--- src/rtl/ctc_pkg.sv ---
`default_nettype none
// ----------------------------------------------------------------------------
// ctc_pkg: shared types and constants of the C token classifier
// Token record, token class codes, character classes and the keyword table.
// ----------------------------------------------------------------------------
package ctc_pkg;

  localparam int KW_IDX_W = 6;
  localparam int WLEN_W   = 6;
  localparam int Q_DEPTH  = 4;
  localparam int Q_PTR_W  = 2;
  localparam int Q_CNT_W  = 3;

  localparam logic [2:0] CLS_KEYWORD = 3'd0;
  localparam logic [2:0] CLS_IDENT   = 3'd1;
  localparam logic [2:0] CLS_NUMBER  = 3'd2;
  localparam logic [2:0] CLS_REL_OP  = 3'd3;
  localparam logic [2:0] CLS_ARI_OP  = 3'd4;
  localparam logic [2:0] CLS_PUNCT   = 3'd5;

  typedef struct packed {
    logic [2:0]          token_class;
    logic [KW_IDX_W-1:0] keyword_index;
    logic [7:0]          first_char;
    logic [7:0]          second_char;
    logic                run_last;
  } tok_t;

  typedef struct packed {
    logic [1:0] n;
    tok_t       t0;
    tok_t       t1;
  } tok_pair_t;

  function automatic logic is_letter(input logic [7:0] c);
    return (c >= "a" && c <= "z") || (c >= "A" && c <= "Z");
  endfunction

  function automatic logic is_digit(input logic [7:0] c);
    return c >= "0" && c <= "9";
  endfunction

  function automatic logic is_word_char(input logic [7:0] c);
    return is_letter(c) || is_digit(c) || c == "_" || c == "*";
  endfunction

  function automatic logic is_punct(input logic [7:0] c);
    return c >= 8'h21 && c <= 8'h7e && !is_letter(c) && !is_digit(c);
  endfunction

  // keyword text, right aligned: last character in the low byte
  function automatic logic [127:0] kw_row(input logic [KW_IDX_W-1:0] k);
    logic [127:0] r;
    r = '0;
    case (k)
      6'd0:  r = 128'("main");
      6'd1:  r = 128'("auto");
      6'd2:  r = 128'("double");
      6'd3:  r = 128'("int");
      6'd4:  r = 128'("struct");
      6'd5:  r = 128'("break");
      6'd6:  r = 128'("else");
      6'd7:  r = 128'("long int");
      6'd8:  r = 128'("long double");
      6'd9:  r = 128'("switch");
      6'd10: r = 128'("case");
      6'd11: r = 128'("enum");
      6'd12: r = 128'("register");
      6'd13: r = 128'("typedef");
      6'd14: r = 128'("char");
      6'd15: r = 128'("extern");
      6'd16: r = 128'("return");
      6'd17: r = 128'("union");
      6'd18: r = 128'("const");
      6'd19: r = 128'("float");
      6'd20: r = 128'("short int");
      6'd21: r = 128'("unsigned");
      6'd22: r = 128'("continue");
      6'd23: r = 128'("for");
      6'd24: r = 128'("signed");
      6'd25: r = 128'("void");
      6'd26: r = 128'("default");
      6'd27: r = 128'("goto");
      6'd28: r = 128'("sizeof");
      6'd29: r = 128'("volatile");
      6'd30: r = 128'("do");
      6'd31: r = 128'("if");
      6'd32: r = 128'("static");
      6'd33: r = 128'("while");
      default: r = '0;
    endcase
    return r;
  endfunction

  function automatic logic [4:0] kw_len(input logic [KW_IDX_W-1:0] k);
    logic [4:0] n;
    n = 5'd0;
    case (k)
      6'd0, 6'd1, 6'd6, 6'd10, 6'd11, 6'd14, 6'd25, 6'd27: n = 5'd4;
      6'd2, 6'd4, 6'd9, 6'd15, 6'd16, 6'd24, 6'd28, 6'd32: n = 5'd6;
      6'd3, 6'd23:                                          n = 5'd3;
      6'd5, 6'd17, 6'd18, 6'd19, 6'd33:                     n = 5'd5;
      6'd7, 6'd12, 6'd21, 6'd22, 6'd29:                     n = 5'd8;
      6'd8:                                                 n = 5'd11;
      6'd13, 6'd26:                                         n = 5'd7;
      6'd20:                                                n = 5'd9;
      6'd30, 6'd31:                                         n = 5'd2;
      default:                                              n = 5'd0;
    endcase
    return n;
  endfunction

  function automatic logic [7:0] kw_char(input logic [KW_IDX_W-1:0] k,
                                         input logic [3:0] p);
    logic [127:0] r;
    logic [4:0]   len;
    logic [4:0]   pos;
    logic [7:0]   ch;
    r   = kw_row(k);
    len = kw_len(k);
    pos = len - 5'd1 - {1'b0, p};
    ch  = 8'd0;
    if ({1'b0, p} < len) begin
      ch = r[{pos[3:0], 3'b000} +: 8];
    end
    return ch;
  endfunction

endpackage
`default_nettype wire

--- src/rtl/ctc_front.sv ---
`default_nettype none
// ----------------------------------------------------------------------------
// ctc_front: byte scanner
// Classifies each byte, tracks the pending token and the keyword match mask,
// and hands zero, one or two finished tokens per byte to the token queue.
// ----------------------------------------------------------------------------
module ctc_front #(
  parameter int KEYWORD_COUNT   = 34,
  parameter int MAX_WORD_LENGTH = 32,
  parameter int KEYWORD_CHARS   = 11
) (
  input  wire logic                clk,
  input  wire logic                rst_n,
  input  wire logic                accept,
  input  wire logic [7:0]          text_byte,
  input  wire logic                end_of_text,
  output ctc_pkg::tok_pair_t       toks
);
  import ctc_pkg::*;

  localparam logic [2:0] MODE_IDLE = 3'd0;
  localparam logic [2:0] MODE_WORD = 3'd1;
  localparam logic [2:0] MODE_NUM  = 3'd2;
  localparam logic [2:0] MODE_REL  = 3'd3;
  localparam logic [2:0] MODE_ARI  = 3'd4;

  localparam logic [WLEN_W-1:0] MAX_LEN  = WLEN_W'(MAX_WORD_LENGTH);
  localparam logic [WLEN_W-1:0] KW_CHARS = WLEN_W'(KEYWORD_CHARS);

  logic [2:0]               mode_r, mode_nxt;
  logic [7:0]               held_r, held_nxt;
  logic [WLEN_W-1:0]        wlen_r, wlen_nxt;
  logic [KEYWORD_COUNT-1:0] mask_r, mask_nxt;
  logic [KEYWORD_COUNT-1:0] ext_mask, start_mask;

  function automatic tok_t word_tok(input logic [KEYWORD_COUNT-1:0] m,
                                    input logic [WLEN_W-1:0] len);
    tok_t       t;
    logic [4:0] kl;
    t             = '0;
    t.token_class = CLS_IDENT;
    for (int k = KEYWORD_COUNT - 1; k >= 0; k--) begin
      kl = kw_len(KW_IDX_W'(k));
      if (m[k] && kl != 5'd0 && {1'b0, kl} <= KW_CHARS && {1'b0, kl} == len) begin
        t.token_class   = CLS_KEYWORD;
        t.keyword_index = KW_IDX_W'(k);
      end
    end
    return t;
  endfunction

  function automatic tok_t op_tok(input logic [2:0] cls, input logic [7:0] c1,
                                  input logic [7:0] c2);
    tok_t t;
    t             = '0;
    t.token_class = cls;
    t.first_char  = c1;
    t.second_char = c2;
    return t;
  endfunction

  always_comb begin
    for (int k = 0; k < KEYWORD_COUNT; k++) begin
      ext_mask[k]   = mask_r[k] && (wlen_r < KW_CHARS) &&
                      (kw_char(KW_IDX_W'(k), wlen_r[3:0]) == text_byte);
      start_mask[k] = (kw_char(KW_IDX_W'(k), 4'd0) == text_byte);
    end
  end

  always_comb begin
    tok_t ta, tb;
    logic va, vb, used;
    ta       = '0;
    tb       = '0;
    va       = 1'b0;
    vb       = 1'b0;
    used     = 1'b0;
    mode_nxt = mode_r;
    held_nxt = held_r;
    wlen_nxt = wlen_r;
    mask_nxt = mask_r;

    unique case (mode_r)
      MODE_WORD: begin
        if (is_word_char(text_byte)) begin
          used = 1'b1;
          if (wlen_r >= MAX_LEN) begin
            mask_nxt = '0;
          end else begin
            mask_nxt = ext_mask;
            wlen_nxt = wlen_r + WLEN_W'(1);
          end
        end else begin
          va = 1'b1;
          ta = word_tok(mask_r, wlen_r);
        end
      end
      MODE_NUM: begin
        if (is_digit(text_byte)) begin
          used = 1'b1;
        end else begin
          va            = 1'b1;
          ta            = '0;
          ta.token_class = CLS_NUMBER;
        end
      end
      MODE_REL: begin
        va = 1'b1;
        if (text_byte == ">" || text_byte == "=") begin
          used = 1'b1;
          ta   = op_tok(CLS_REL_OP, held_r, text_byte);
        end else begin
          ta   = op_tok(CLS_REL_OP, held_r, 8'd0);
        end
      end
      MODE_ARI: begin
        va = 1'b1;
        if (text_byte == "+" || text_byte == "=" || text_byte == "-") begin
          used = 1'b1;
          ta   = op_tok(CLS_ARI_OP, held_r, text_byte);
        end else begin
          ta   = op_tok(CLS_ARI_OP, held_r, 8'd0);
        end
      end
      default: begin
      end
    endcase

    if (!used) begin
      mode_nxt = MODE_IDLE;
      held_nxt = 8'd0;
      wlen_nxt = '0;
      mask_nxt = '1;
      if (is_letter(text_byte) || text_byte == "_") begin
        mode_nxt = MODE_WORD;
        wlen_nxt = WLEN_W'(1);
        mask_nxt = start_mask;
      end else if (is_digit(text_byte)) begin
        mode_nxt = MODE_NUM;
      end else if (text_byte == "<" || text_byte == ">" || text_byte == "=") begin
        mode_nxt = MODE_REL;
        held_nxt = text_byte;
      end else if (text_byte == "+" || text_byte == "-" || text_byte == "*" ||
                   text_byte == "/") begin
        mode_nxt = MODE_ARI;
        held_nxt = text_byte;
      end else if (is_punct(text_byte)) begin
        vb = 1'b1;
        tb = op_tok(CLS_PUNCT, text_byte, 8'd0);
      end
    end else if (mode_r == MODE_REL || mode_r == MODE_ARI) begin
      mode_nxt = MODE_IDLE;
      held_nxt = 8'd0;
    end

    if (end_of_text) begin
      unique case (mode_nxt)
        MODE_WORD: begin
          vb = 1'b1;
          tb = word_tok(mask_nxt, wlen_nxt);
        end
        MODE_NUM: begin
          vb = 1'b1;
          tb = op_tok(CLS_NUMBER, 8'd0, 8'd0);
        end
        MODE_REL: begin
          vb = 1'b1;
          tb = op_tok(CLS_REL_OP, held_nxt, 8'd0);
        end
        MODE_ARI: begin
          vb = 1'b1;
          tb = op_tok(CLS_ARI_OP, held_nxt, 8'd0);
        end
        default: begin
        end
      endcase
      mode_nxt = MODE_IDLE;
      held_nxt = 8'd0;
      wlen_nxt = '0;
      mask_nxt = '1;
    end

    ta.run_last = !vb;
    tb.run_last = 1'b1;
    if (va) begin
      toks.n  = vb ? 2'd2 : 2'd1;
      toks.t0 = ta;
      toks.t1 = tb;
    end else begin
      toks.n  = vb ? 2'd1 : 2'd0;
      toks.t0 = tb;
      toks.t1 = tb;
    end
  end

  always_ff @(posedge clk) begin
    if (!rst_n) begin
      mode_r <= MODE_IDLE;
      held_r <= 8'd0;
      wlen_r <= '0;
      mask_r <= '1;
    end else if (accept) begin
      mode_r <= mode_nxt;
      held_r <= held_nxt;
      wlen_r <= wlen_nxt;
      mask_r <= mask_nxt;
    end
  end

endmodule
`default_nettype wire

--- src/rtl/ctc_queue.sv ---
`default_nettype none
// ----------------------------------------------------------------------------
// ctc_queue: token queue and result side
// Takes up to two tokens per cycle from the scanner and presents the oldest
// one on the result side, one transaction per cycle.
// ----------------------------------------------------------------------------
module ctc_queue (
  input  wire logic                       clk,
  input  wire logic                       rst_n,
  input  wire logic                       wr_en,
  input  wire ctc_pkg::tok_pair_t         toks,
  input  wire logic                       pop,
  output ctc_pkg::tok_t                   head,
  output logic                            empty,
  output logic                            full,
  output logic [ctc_pkg::Q_CNT_W-1:0]     level
);
  import ctc_pkg::*;

  tok_t               mem_r [Q_DEPTH];
  logic [Q_PTR_W-1:0] wptr_r, wptr_nxt;
  logic [Q_PTR_W-1:0] rptr_r, rptr_nxt;
  logic [Q_CNT_W-1:0] cnt_r, cnt_nxt;
  logic [1:0]         n_wr;
  logic               rd;

  assign n_wr  = wr_en ? toks.n : 2'd0;
  assign rd    = pop && (cnt_r != '0);
  assign empty = (cnt_r == '0);
  assign full  = (cnt_r > Q_CNT_W'(Q_DEPTH - 2));
  assign level = cnt_r;
  assign head  = mem_r[rptr_r];

  always_comb begin
    wptr_nxt = wptr_r + Q_PTR_W'(n_wr);
    rptr_nxt = rptr_r + Q_PTR_W'(rd);
    cnt_nxt  = cnt_r + Q_CNT_W'(n_wr) - Q_CNT_W'(rd);
  end

  always_ff @(posedge clk) begin
    if (n_wr != 2'd0) begin
      mem_r[wptr_r] <= toks.t0;
    end
    if (n_wr == 2'd2) begin
      mem_r[wptr_r + Q_PTR_W'(1)] <= toks.t1;
    end
  end

  always_ff @(posedge clk) begin
    if (!rst_n) begin
      wptr_r <= '0;
      rptr_r <= '0;
      cnt_r  <= '0;
    end else begin
      wptr_r <= wptr_nxt;
      rptr_r <= rptr_nxt;
      cnt_r  <= cnt_nxt;
    end
  end

endmodule
`default_nettype wire

--- src/rtl/c_token_classifier.sv ---
`default_nettype none
// ----------------------------------------------------------------------------
// c_token_classifier: byte-serial C token classifier
// A token is queued when the byte that ends it is accepted. Throughput: one byte
// per cycle while not full; results leave one per cycle, up to two per byte.
// Rate is set by the four-entry token queue: push stalls when fewer than two
// entries are free. Reset: synchronous, active low; scanner idle, queue empty.
// ----------------------------------------------------------------------------
module c_token_classifier #(
  parameter int KEYWORD_COUNT   = 34,
  parameter int MAX_WORD_LENGTH = 32,
  parameter int KEYWORD_CHARS   = 11
) (
  input  wire logic       clk,
  input  wire logic       rst_n,
  input  wire logic       push,
  output logic            full,
  input  wire logic [7:0] in_text_byte,
  input  wire logic       in_end_of_text,
  output logic            empty,
  input  wire logic       pop,
  output logic [2:0]      out_token_class,
  output logic [5:0]      out_keyword_index,
  output logic [7:0]      out_first_char,
  output logic [7:0]      out_second_char,
  output logic            out_run_last
);
  import ctc_pkg::*;

  tok_pair_t          toks;
  tok_t               head;
  logic               accept;
  logic [Q_CNT_W-1:0] level;

  assign accept = push && !full;

  ctc_front #(
    .KEYWORD_COUNT  (KEYWORD_COUNT),
    .MAX_WORD_LENGTH(MAX_WORD_LENGTH),
    .KEYWORD_CHARS  (KEYWORD_CHARS)
  ) u_front (
    .clk        (clk),
    .rst_n      (rst_n),
    .accept     (accept),
    .text_byte  (in_text_byte),
    .end_of_text(in_end_of_text),
    .toks       (toks)
  );

  ctc_queue u_queue (
    .clk  (clk),
    .rst_n(rst_n),
    .wr_en(accept),
    .toks (toks),
    .pop  (pop),
    .head (head),
    .empty(empty),
    .full (full),
    .level(level)
  );

  assign out_token_class   = head.token_class;
  assign out_keyword_index = head.keyword_index;
  assign out_first_char    = head.first_char;
  assign out_second_char   = head.second_char;
  assign out_run_last      = head.run_last;

  a_level_bound: assert property (@(posedge clk) disable iff (!rst_n)
    level <= Q_CNT_W'(Q_DEPTH))
    else $error("token queue overflow");

  a_pair_whole: assert property (@(posedge clk) disable iff (!rst_n)
    (!empty && !out_run_last) |-> (level >= Q_CNT_W'(2)))
    else $error("first token of a transaction without its partner");

  a_no_loss: assert property (@(posedge clk) disable iff (!rst_n)
    (accept && !(pop && !empty)) |=> (level >= $past(level)))
    else $error("queue level dropped without a pop");

endmodule
`default_nettype wire
--- config.mk ---
export PLATFORM = sky130hd
export DESIGN_NAME = c_token_classifier
export DESIGN_NICKNAME = d
export VERILOG_FILES = /design/src/rtl/ctc_pkg.sv /design/src/rtl/ctc_front.sv /design/src/rtl/ctc_queue.sv /design/src/rtl/c_token_classifier.sv
export SDC_FILE = /design/constraint.sdc
export NUM_CORES = 1
export LEC_CHECK = 0
export CAP_MARGIN = 20
export CORE_ASPECT_RATIO = 1.4
export CORE_MARGIN = 4
export CORE_UTILIZATION = 30
export CTS_CLUSTER_DIAMETER = 30
export CTS_CLUSTER_SIZE = 12
export DETAILED_ROUTE_END_ITERATION = 12
export DONT_BUFFER_PORTS = 1
export SYNTH_ARGS = -nofsm -noshare
export SYNTH_HDL_FRONTEND = slang
export SYNTH_SLANG_ARGS = --single-unit
--- constraint.sdc ---
create_clock -name clk -period 6 [get_ports clk]
set_clock_uncertainty 0.15 [all_clocks]
set_input_delay 0.3 -clock clk [delete_from_list [all_inputs] [get_ports clk]]
set_output_delay 0.3 -clock clk [all_outputs]
set_load 0.02 [all_outputs]
==> impl_metrics.toml, run 1 <==
[status]
outcome = "completed"

[worst_setup_path]
worstPathCellList = "buf_4, ha_1, inv_1, ha_1, nor2b_1, xnor2_1, a31oi_1, o32a_1, a2111oi_0, a31oi_1, nor4_1, a211oi_2, nand3_2, nor4_4, a211oi_2, mux2_1, o22ai_1"
slowest_delay_ns = 0.58
start_kind = "flip-flop"
cp.required_ns = 6.03
worstPathMaxFanout = 23
cp-end-kind = "flip-flop"
path_buf_inv = 2
path_class = "flip-flop to flip-flop"
slowest_stage = "a2111oi_0"
arrival_ns = 5.32
crit_family = "compound AO/OA/AOI/OAI gates"

[route]
wl_mm = 65.44
drc = 0
vias = 15480
vias_per_cell = 6.345
wire_per_inst_um = 26.83
drtIter0Drc = 1769
firstDrtPassIters = 6
ant_nets = 0

[place]
placedCellCount = 2402
hpwl_mm = 48.34
numPortBuffers = 0
gp_congestion = 1.048

[synth]
synth_most_common_cell = "nand2_1"
postSynth.asyncResetShare = 0
synth_cells = 1870
syn-cell-area_sq_um = 14680
ys.flop_type = "dfxtp_1"
synth_area_leaders = "edfxtp_1, dfxtp_1, o21ai_0"
ys_seq_area_frac = 0.2674
synth_edf_count = 68
yosys.area.top_type_share = 0.1391
syn_area_per_cell_sq_um = 7.848
synth_nets = 1923
synth_commonest_cells = "nand2_1, o21ai_0, nor2_1, a21oi_1"
yosysWarnings = 0
synth_area_leader_cell = "edfxtp_1"
ys_ff_latch = 162
synth_cell_types = 109

[die]
row_count = 95
die_x_um = 194.9
start_util = 0.3041
ios = 41
core_area_sq_um = 48260
die_area_sq_um = 52570
die_y_um = 269.7

[clock_tree]
cts_buffers = 17
h-tree-depth = 4
postCtsSetupBuffers = 0
insertion_delay_ns = 0.46
cts_resized = 0
cts.clk_slew.worst_paths_ns = 0.07
hold_buffers = 5
root_buffer = "clkbuf_16"
max-clock-path-buffers = 2
cts_tree = "built"
clock-sinks = 162

[sta]
finalSetupTns_ns = 0
rsz0062_at_grt = "no"
setup_viol = 0
min_period_ns = 5.292
fin_crit_sh = 0.8821
relSlewSlack = 0.3414
hold_violations = 0
tightest_slew_ns = 0.9843
maxSlewViolCount = 0
clock.fmax_mhz = 189.0

[min_path]
worstHoldPathType = "primary input to flip-flop"

[global_route]
grt_max_degree = 70
grt_pass1_wl_mm = 97.56
grt_overflow = 0
grtUsageTotal = 0.2375
antenna_found_initial = 1
grt_pass1_vias = 14710

[finish]
areaGrowthSynthToFinish_pct = 7.972
instances_no_fill = 2439
drive_gt1_frac = 0.1001
antenna_cells = 0
nets = 1849

[power_and_ir_drop]
power.density_nw_per_um2 = 196.4
p_leak_nw = 5.350
ir_drop_v = 0.0002023

[job]
max_cap_violations = 0
metal layers:
metal	global-route usage	vias to the layer above	routed length (um)
li1	-	6854	-
met1	0.2858	7494	24930
met2	0.3906	862	30430
met3	0.03621	264	4570
met4	0.1585	2	5500
met5	0	-	13
registers in the layout, summed over array words and instances (netlist names):
| signal | flops |
|---|---|
| u_queue.wptr_r | 2 |
| u_queue.level | 3 |
| u_queue.rptr_r | 2 |
| u_front.mode_r | 3 |
| u_queue.mem_r | 104 |
| u_front.mask_r | 34 |
| u_front.held_r | 8 |
| u_front.wlen_r | 6 |
worst register-to-register path, cell delays in order (launching register included):
cell and delay (ns):
dfxtp_1 0.36, buf_4 0.35, ha_1 0.24, inv_1 0.06
ha_1 0.54, nor2b_1 0.37, xnor2_1 0.16, a31oi_1 0.11
o32a_1 0.18, a2111oi_0 0.59, a31oi_1 0.39, nor4_1 0.55
a211oi_2 0.11, nand3_2 0.14, nor4_4 0.07, a211oi_2 0.37
mux2_1 0.21, o22ai_1 0.08
cell families after synthesis:
group                      after synthesis  share of synthesized area
muxes                                   49                    0.05601
adders and majority gates               40                    0.03462
xor gates and xnor gates                81                    0.04885
buffers and inverters                  202                    0.05917
and+or+nand+nor                        730                     0.2582
DFF                                    162                     0.2674
AOI/OAI and AO/OA                      606                     0.2758
cell usage in the layout, fill, tap and decap left out, drive strengths merged, types with 10 or more instances in the layout:
cell type / n
nand3b: 10
xor2: 22
mux2i: 18
nand2: 196
nor2b: 34
nand4: 34
buf: 60
clkbuf: 21
o21a: 16
a21boi: 10
a211oi: 22
o211ai: 18
a32oi: 10
nor3: 53
o22ai: 69
ha: 39
dfxtp: 94
a21oi: 113
or3: 16
o21ai: 157
edfxtp: 68
nor2: 133
inv: 47
a21o: 19
nand3: 76
or2: 19
a2111oi: 14
and3: 28
nor4: 18
xnor2: 59
a22oi: 14
o31ai: 18
nand2b: 29
nor3b: 14
o21bai: 11
mux4: 26
and2: 38
a31oi: 23
report_power, final:
group | total, mW | switching (mW) | leakage, nW | internal [mW]
combinational | 0.758 | 0.484 | 3.70 | 0.274
clock | 1.07 | 0.498 | 0.274 | 0.577
sequential | 1.28 | 0.0840 | 1.38 | 1.19
per-stage QoR:
stage	hold WS [ns]	area, sq um	util	total power [mW]	setup slack [ns]
floorplan	0.2698	14680	-	1.853	0.9354
global placement	0.2353	15210	0.3152	2.040	0.4645
detailed placement	0.2383	15210	0.3152	2.047	0.4568
CTS	0.02003	15850	0.3283	3.123	0.8313
global route	0.08949	15850	0.3283	3.222	0.3679
finish	0.07098	15850	0.3283	3.111	0.7076
final timing paths:
| path | start | end | slack, ns | cells after the start |
|---|---|---|---|---|
| max reg2reg | u_front.wlen_r[1] | u_queue.mem_r[0][23] | 0.71 | 17 |
| min | in_text_byte[2] | u_queue.mem_r[2][11] | 0.07 | 2 |
| min reg2reg | u_queue.mem_r[3][6] | u_queue.mem_r[3][6] | 0.31 | 2 |
| max | u_front.wlen_r[1] | u_queue.mem_r[0][23] | 0.71 | 17 |
cell type report:
cell class	instances	area, sq um
timing repair buffer	64	510.5
tap	630	788.3
sequential	162	3925
multi-input combinational	1506	9886
clock inverter	11	95.09
fill	5244	32410
inverter	45	168.9
clock buffer	21	471.7
Power figures use the tool's default switching activity.
==> run 2, diff against run 1 <==
--- a/config.mk
+++ b/config.mk
@@ -15,4 +15,5 @@
 export DONT_BUFFER_PORTS = 1
 export SYNTH_ARGS = -nofsm -noshare
 export SYNTH_HDL_FRONTEND = slang
+export SYNTH_HIERARCHICAL = 1
 export SYNTH_SLANG_ARGS = --single-unit
==> run 2 against run 1 <==
Net effect: non-clock buffer count rose by 34; sequential cell count is the same; combinational power rose by 15%; synthesized area increased by 9.8%; register-to-register slack got worse by 0.05 ns; power up 3.9%; critical endpoint is now u_queue/mem_r[1][20]; global-route usage up 0.79 points; worst setup slack worse by 0.050 ns.
==> impl_metrics.toml, run 2 <==
[finish]
top_register = "u_queue/mem_r"
areaGrowthSynthToFinish_pct = 9.149
antenna_cells = 0
largest_reg_flops = 104
final_cell_mix = "nand2_1, o21ai_0, nor2_1"
reg_top3 = "u_queue/mem_r x104, u_front/mask_r x34, u_front/held_r x8"
drive_gt1_frac = 0.1741
nets = 1888
utilization = 0.3307
layout_commonest_cell = "nand2_1"

[worst_setup_path]
startpoint = "u_front/wlen_r[1]"
cpMostUsedCell = "a21oi_1"
timing.rr.end = "u_queue/mem_r[1][20]"
arrival_ns = 5.39
cp.required_ns = 6.04
slowest_delay_ns = 0.96
cp-end-kind = "flip-flop"
worstPathCellList = "inv_1, ha_1, nand2b_1, a21oi_1, o41ai_1, a2111oi_0, a41o_1, a311oi_1, a2111o_1, and2_1, o311ai_0, a21oi_1, o21bai_1, mux2_2"
worstPathMaxFanout = 12
path_class = "flip-flop to flip-flop"
slowest_stage = "a2111oi_0"
r2r-start = "u_front/wlen_r[1]"
start_kind = "flip-flop"
r2r_slack_ns = 0.66
r2r_cells = 14

[route]
wire_per_inst_um = 28.65
wl_mm = 73.47
drc = 0
vias = 16260
drtIter0Drc = 2034
vias_per_cell = 6.343
ant_nets = 0
firstDrtPassIters = 6

[power_and_ir_drop]
pwr-share-comb = 0.269
p_sw_mw = 1.138
clkPwrFrac = 0.338
p_leak_nw = 6.098
pwr-share-seq = 0.393
swShare = 0.3520
ir_drop_v = 0.0002014
power.density_nw_per_um2 = 183.8
intPower_mw = 2.094

[sta]
hold_violations = 0
relSlewSlack = 0.2946
rsz0062_at_grt = "no"
maxSlewViolCount = 0
fin_crit_sh = 0.8904
setup_viol = 0
finalSetupTns_ns = 0
tightest_slew_ns = 1.031
clock.fmax_mhz = 187.2
min_period_ns = 5.342

[global_route]
grt_pass1_vias = 15340
grt_overflow = 0
grt_pass1_wl_mm = 106.2
grtUsageTotal = 0.2454
antenna_found_initial = 3
grt_max_degree = 75

[die]
row_count = 100
die_x_um = 203.8
die_area_sq_um = 57520
start_util = 0.3029
core_area_sq_um = 53180
ios = 41
die_y_um = 282.2

[synth]
ys.flop_type = "edfxtp_1"
syn-cell-area_sq_um = 16110
synth_commonest_cells = "nand2_1, o21ai_0, nor2_1, edfxtp_1, mux2_2"
synth_area_leader_cell = "edfxtp_1"
yosysWarnings = 6
ys_ff_latch = 162
synth_cell_types = 112
synth_most_common_cell = "nand2_1"
synth_cells = 1882
synth_edf_count = 104
ys_seq_area_frac = 0.2659
syn_area_per_cell_sq_um = 8.560
yosys.area.top_type_share = 0.1939
synth_area_leaders = "edfxtp_1, dfxtp_1, mux2_2"
postSynth.asyncResetShare = 0

[clock_tree]
max-clock-path-buffers = 2
clock-sinks = 162
h-tree-depth = 4
insertion_delay_ns = 0.46
cts.clk_slew.worst_paths_ns = 0.08
cts_buffers = 17
root_buffer = "clkbuf_16"
postCtsSetupBuffers = 0
cts_tree = "built"

[min_path]
holdPathEnd = "u_queue/rptr_r[0]"
holdPathStages = 3
worstHoldStart = "pop"
worstHoldPathType = "primary input to flip-flop"

[place]
gp_congestion = 1.052
numPortBuffers = 0
hpwl_mm = 52.99

[status]
outcome = "completed"

[job]
max_cap_violations = 0
## run 2: cell count changes after synthesis, moves of 13 or more
cell      previous run  this run
dfxtp_1             94        58
clkbuf_1            94        78
mux2_2               4        91
o21ai_0            148       122
mux2_4               0        20
edfxtp_1            68       104
a21oi_1            109        78
nor2b_1             34        53
nor2_1             129       110
buf_4                3        21
buf_2               37        50
o22ai_1             69        39
## run 2: critical path: cells and delay by family (launching register included)
kind                     cells  cell delay [ns]
AO/OA/AOI/OAI                9             3.16
adder cells (fa/ha/maj)      1             0.40
flip-flops                   1             0.31
AND/OR/NAND/NOR              2             0.41
buffers and inverters        1             0.36
multiplexers                 1             0.28
## run 2: layer usage
metal	part of all wire	track usage	wire, um	vias up
li1	-	-	-	7098
met1	0.37	0.2844	27440	7924
met2	0.46	0.4026	33920	961
met3	0.075	0.04404	5495	274
met4	0.090	0.1872	6578	6
met5	0.00057	0	42	-
## run 2: area by class of cell
| type | count | area, sq um |
|---|---|---|
| well taps | 714 | 893.4 |
| fillers | 5560 | 35590 |
| clock buffers | 17 | 425.4 |
| multi-input cells | 1526 | 10930 |
| clock inverters | 15 | 160.2 |
| repair buffers | 98 | 773.2 |
| inverters | 32 | 120.1 |
| flip-flops and latches | 162 | 4285 |
## run 2: cells by family (layout without fill, tap and decap cells)
| family | after synthesis | in the layout | share of synthesized area |
|---|---|---|---|
| AOI/OAI and AO/OA | 554 | 554 | 0.2436 |
| xor gates and xnor gates | 65 | 65 | 0.03534 |
| adders and majority gates | 38 | 38 | 0.02998 |
| buffers and inverters | 204 | 162 | 0.05926 |
| DFF | 162 | 162 | 0.2659 |
| muxes | 158 | 158 | 0.1317 |
| other | 2 | 12 | 0.0004662 |
| and+or+nand+nor | 699 | 699 | 0.2338 |
## run 2: through the flow
stage	worst slack, ns	std cells	hold slack, ns	area (sq um)	power (mW)
floorplan	1.042	1892	0.2717	16150	1.938
global placement	0.9307	2524	0.2321	16900	2.136
detailed placement	0.9268	2524	0.2322	16900	2.138
CTS	0.8974	2564	0.03215	17580	3.235
global route	0.4669	2564	0.08947	17580	3.352
finish	0.6578	2564	0.04637	17580	3.232
## run 2: power groups by stage
stage	sequential [mW]	clock [mW]	combinational (mW)
global placement	1.29	0	0.845
detailed placement	1.29	0	0.846
finish	1.27	1.09	0.871
floorplan	1.27	0	0.669
global route	1.27	1.15	0.927
CTS	1.27	1.10	0.864
## run 2: what timing repair did
item,4_1_cts,5_1_grt
endpoints found under the hold margin,58,0
hold buffers,8,0
resized for setup,0,0
## run 2: worst max path at each step
stage	to	slack [ns]	cells after the start
final	u_queue/mem_r[1][20]	0.66	14
after global routing	u_queue/mem_r[1][20]	0.47	16
after CTS	u_queue/mem_r[1][20]	0.90	14
after detailed placement	u_queue/mem_r[3][17]	0.93	13
after global placement	u_queue/mem_r[2][23]	0.93	16
after floorplan	u_queue/mem_r[0][19]	1.04	17
==> run 3, diff against run 2 <==
--- a/config.mk
+++ b/config.mk
@@ -7,7 +7,6 @@
 export LEC_CHECK = 0
 export CAP_MARGIN = 20
 export CORE_ASPECT_RATIO = 1.4
-export CORE_MARGIN = 4
 export CORE_UTILIZATION = 30
 export CTS_CLUSTER_DIAMETER = 30
 export CTS_CLUSTER_SIZE = 12
==> run 3 against run 2 <==
Net effect: utilization is 0.16 points higher; clock-buffer cell count stayed put; hold slack better by 0.00099 ns; combinational power is 1% higher; largest power group unchanged; highest routed layer unchanged; clock power hardly changed; routed wire length is 0.23% higher; power is 1.2% higher.
==> impl_metrics.toml, run 3 (same netlist as run 2, synthesis figures left out) <==
[route]
ant_nets = 0
vias_per_cell = 6.333
drtIter0Drc = 1921
vias = 16280
wl_mm = 73.64
drc = 0
wire_per_inst_um = 28.65
firstDrtPassIters = 6

[die]
start_util = 0.3037
die_x_um = 197.8
row_count = 100
ios = 41
die_y_um = 276.2
die_area_sq_um = 54640
core_area_sq_um = 53050

[finish]
top_register = "u_queue/mem_r"
reg_top3 = "u_queue/mem_r x104, u_front/mask_r x34, u_front/held_r x8"
fill_cells = 5626
final_cell_mix = "nand2_1, o21ai_0, nor2_1"
layout_commonest_cell = "nand2_1"
multi_input_area_sq_um = 10930
nets = 1893
drive_gt1_frac = 0.1757
areaGrowthSynthToFinish_pct = 9.429
seqCellArea_sq_um = 4285
largest_reg_flops = 104
utilization = 0.3323

[power_and_ir_drop]
p_sw_mw = 1.115
pwr-share-seq = 0.388
swShare = 0.3408
clkPwrFrac = 0.343
power.density_nw_per_um2 = 185.6
pwr-share-comb = 0.269
ir_drop_v = 0.0001611
p_leak_nw = 6.134
intPower_mw = 2.157

[global_route]
grt_pass1_vias = 15420
grt_pass1_wl_mm = 107.4
antenna_found_initial = 1
grt_overflow = 0
grtUsageTotal = 0.2676
grt_max_degree = 75

[clock_tree]
cts_buffers = 17
clock-sinks = 162
insertion_delay_ns = 0.46
postCtsSetupBuffers = 0
root_buffer = "clkbuf_16"
cts_tree = "built"
cts.clk_slew.worst_paths_ns = 0.08
max-clock-path-buffers = 2
h-tree-depth = 4

[worst_setup_path]
path_buf_inv = 2
start_kind = "flip-flop"
worstPathCellList = "buf_4, ha_1, a2111o_1, nor3_1, mux2i_1, a2111oi_0, buf_4, nor2_1, a2111o_1, and2_1, o311ai_0, a21oi_1, o21bai_1, mux2_2"
cp.required_ns = 6.04
cp-end-kind = "flip-flop"
arrival_ns = 5.80
slowest_delay_ns = 1.08
path_class = "flip-flop to flip-flop"
slowest_stage = "nor3_1"
crit_family = "compound AO/OA/AOI/OAI gates"
r2r_slack_ns = 0.24
worstPathMaxFanout = 25

[min_path]
worstHoldPathType = "primary input to flip-flop"

[sta]
fin_crit_sh = 0.9592
min_period_ns = 5.755
finalSetupTns_ns = 0
setup_viol = 0
tightest_slew_ns = 1.311
clock.fmax_mhz = 173.8
maxSlewViolCount = 0
relSlewSlack = 0.1165
holdWs_ns = 0.04736
hold_violations = 0
rsz0062_at_grt = "no"

[status]
outcome = "completed"

[job]
max_cap_violations = 0

[place]
hpwl_mm = 52.52
gp_congestion = 1.006
numPortBuffers = 0
[run 3: cell count changes in the layout (fill, tap and decap cells not counted), sizes merged]
| cell | delta |
|---|---|
| dlygate4sd3 | -1 |
| clkinv | +2 |
| bufinv | +2 |
| clkbuf | +1 |
| diode | +1 |
| buf | +5 |
| inv | -3 |
| clkinvlp | -1 |
[run 3: path summary, 6_finish.rpt]
kind	from	endpoint	cells past startpoint
hold / removal	pop	u_queue/rptr_r[0]	3
setup / recovery	u_front/wlen_r[3]	u_queue/mem_r[0][20]	14
hold reg to reg	u_front/held_r[7]	u_front/held_r[7]	1
setup reg to reg	u_front/wlen_r[3]	u_queue/mem_r[0][20]	14
[run 3: area by class of cell]
class / instances / share of cell area
flip-flops and latches: 162 / 0.2431
inverters: 32 / 0.006814
repair buffers: 103 / 0.04642
multi-input cells: 1526 / 0.6198
clock buffers: 17 / 0.02413
clock inverters: 15 / 0.008943
diodes: 1 / 0.0001420
well taps: 714 / 0.05068
[run 3: worst min-delay path: cells and delay by family]
family,cells,cell delay (ns)
xor gates and xnor gates,1,0.07
AOI/OAI and AO/OA,1,0.10
and+or+nand+nor,1,0.14
[run 3: timing repair]
item,in CTS,in global routing
hold buffers,7,0
hold endpoints to repair,58,0
resized for setup,0,0
[run 3: per-stage QoR]
| step | power, mW | setup WS [ns] | cell area (sq um) | std cells |
|---|---|---|---|---|
| after detailed placement | 2.146 | 0.7923 | 16940 | 2528 |
| after floorplan | 1.938 | 1.042 | 16150 | 1892 |
| after CTS | 3.276 | 0.7291 | 17610 | 2567 |
| final | 3.272 | 0.2449 | 17630 | 2570 |
| after global routing | 3.381 | 0.2880 | 17630 | 2569 |
| after global placement | 2.138 | 0.7313 | 16940 | 2527 |
[run 3: routing by layer]
layer  part of all wire  vias up  global-route usage
li1                   -     7102                   -
met1               0.37     7924              0.3060
met2               0.47      942              0.4344
met3              0.072      307             0.04757
met4              0.095        2              0.2178
met5            0.00018        -                   0
[run 3: power groups by stage]
stage	registers [mW]	logic, mW	clock network [mW]
finish	1.27	0.881	1.12
floorplan	1.27	0.669	0
detailed placement	1.29	0.856	0
global route	1.27	0.935	1.17
global placement	1.29	0.850	0
CTS	1.26	0.873	1.14
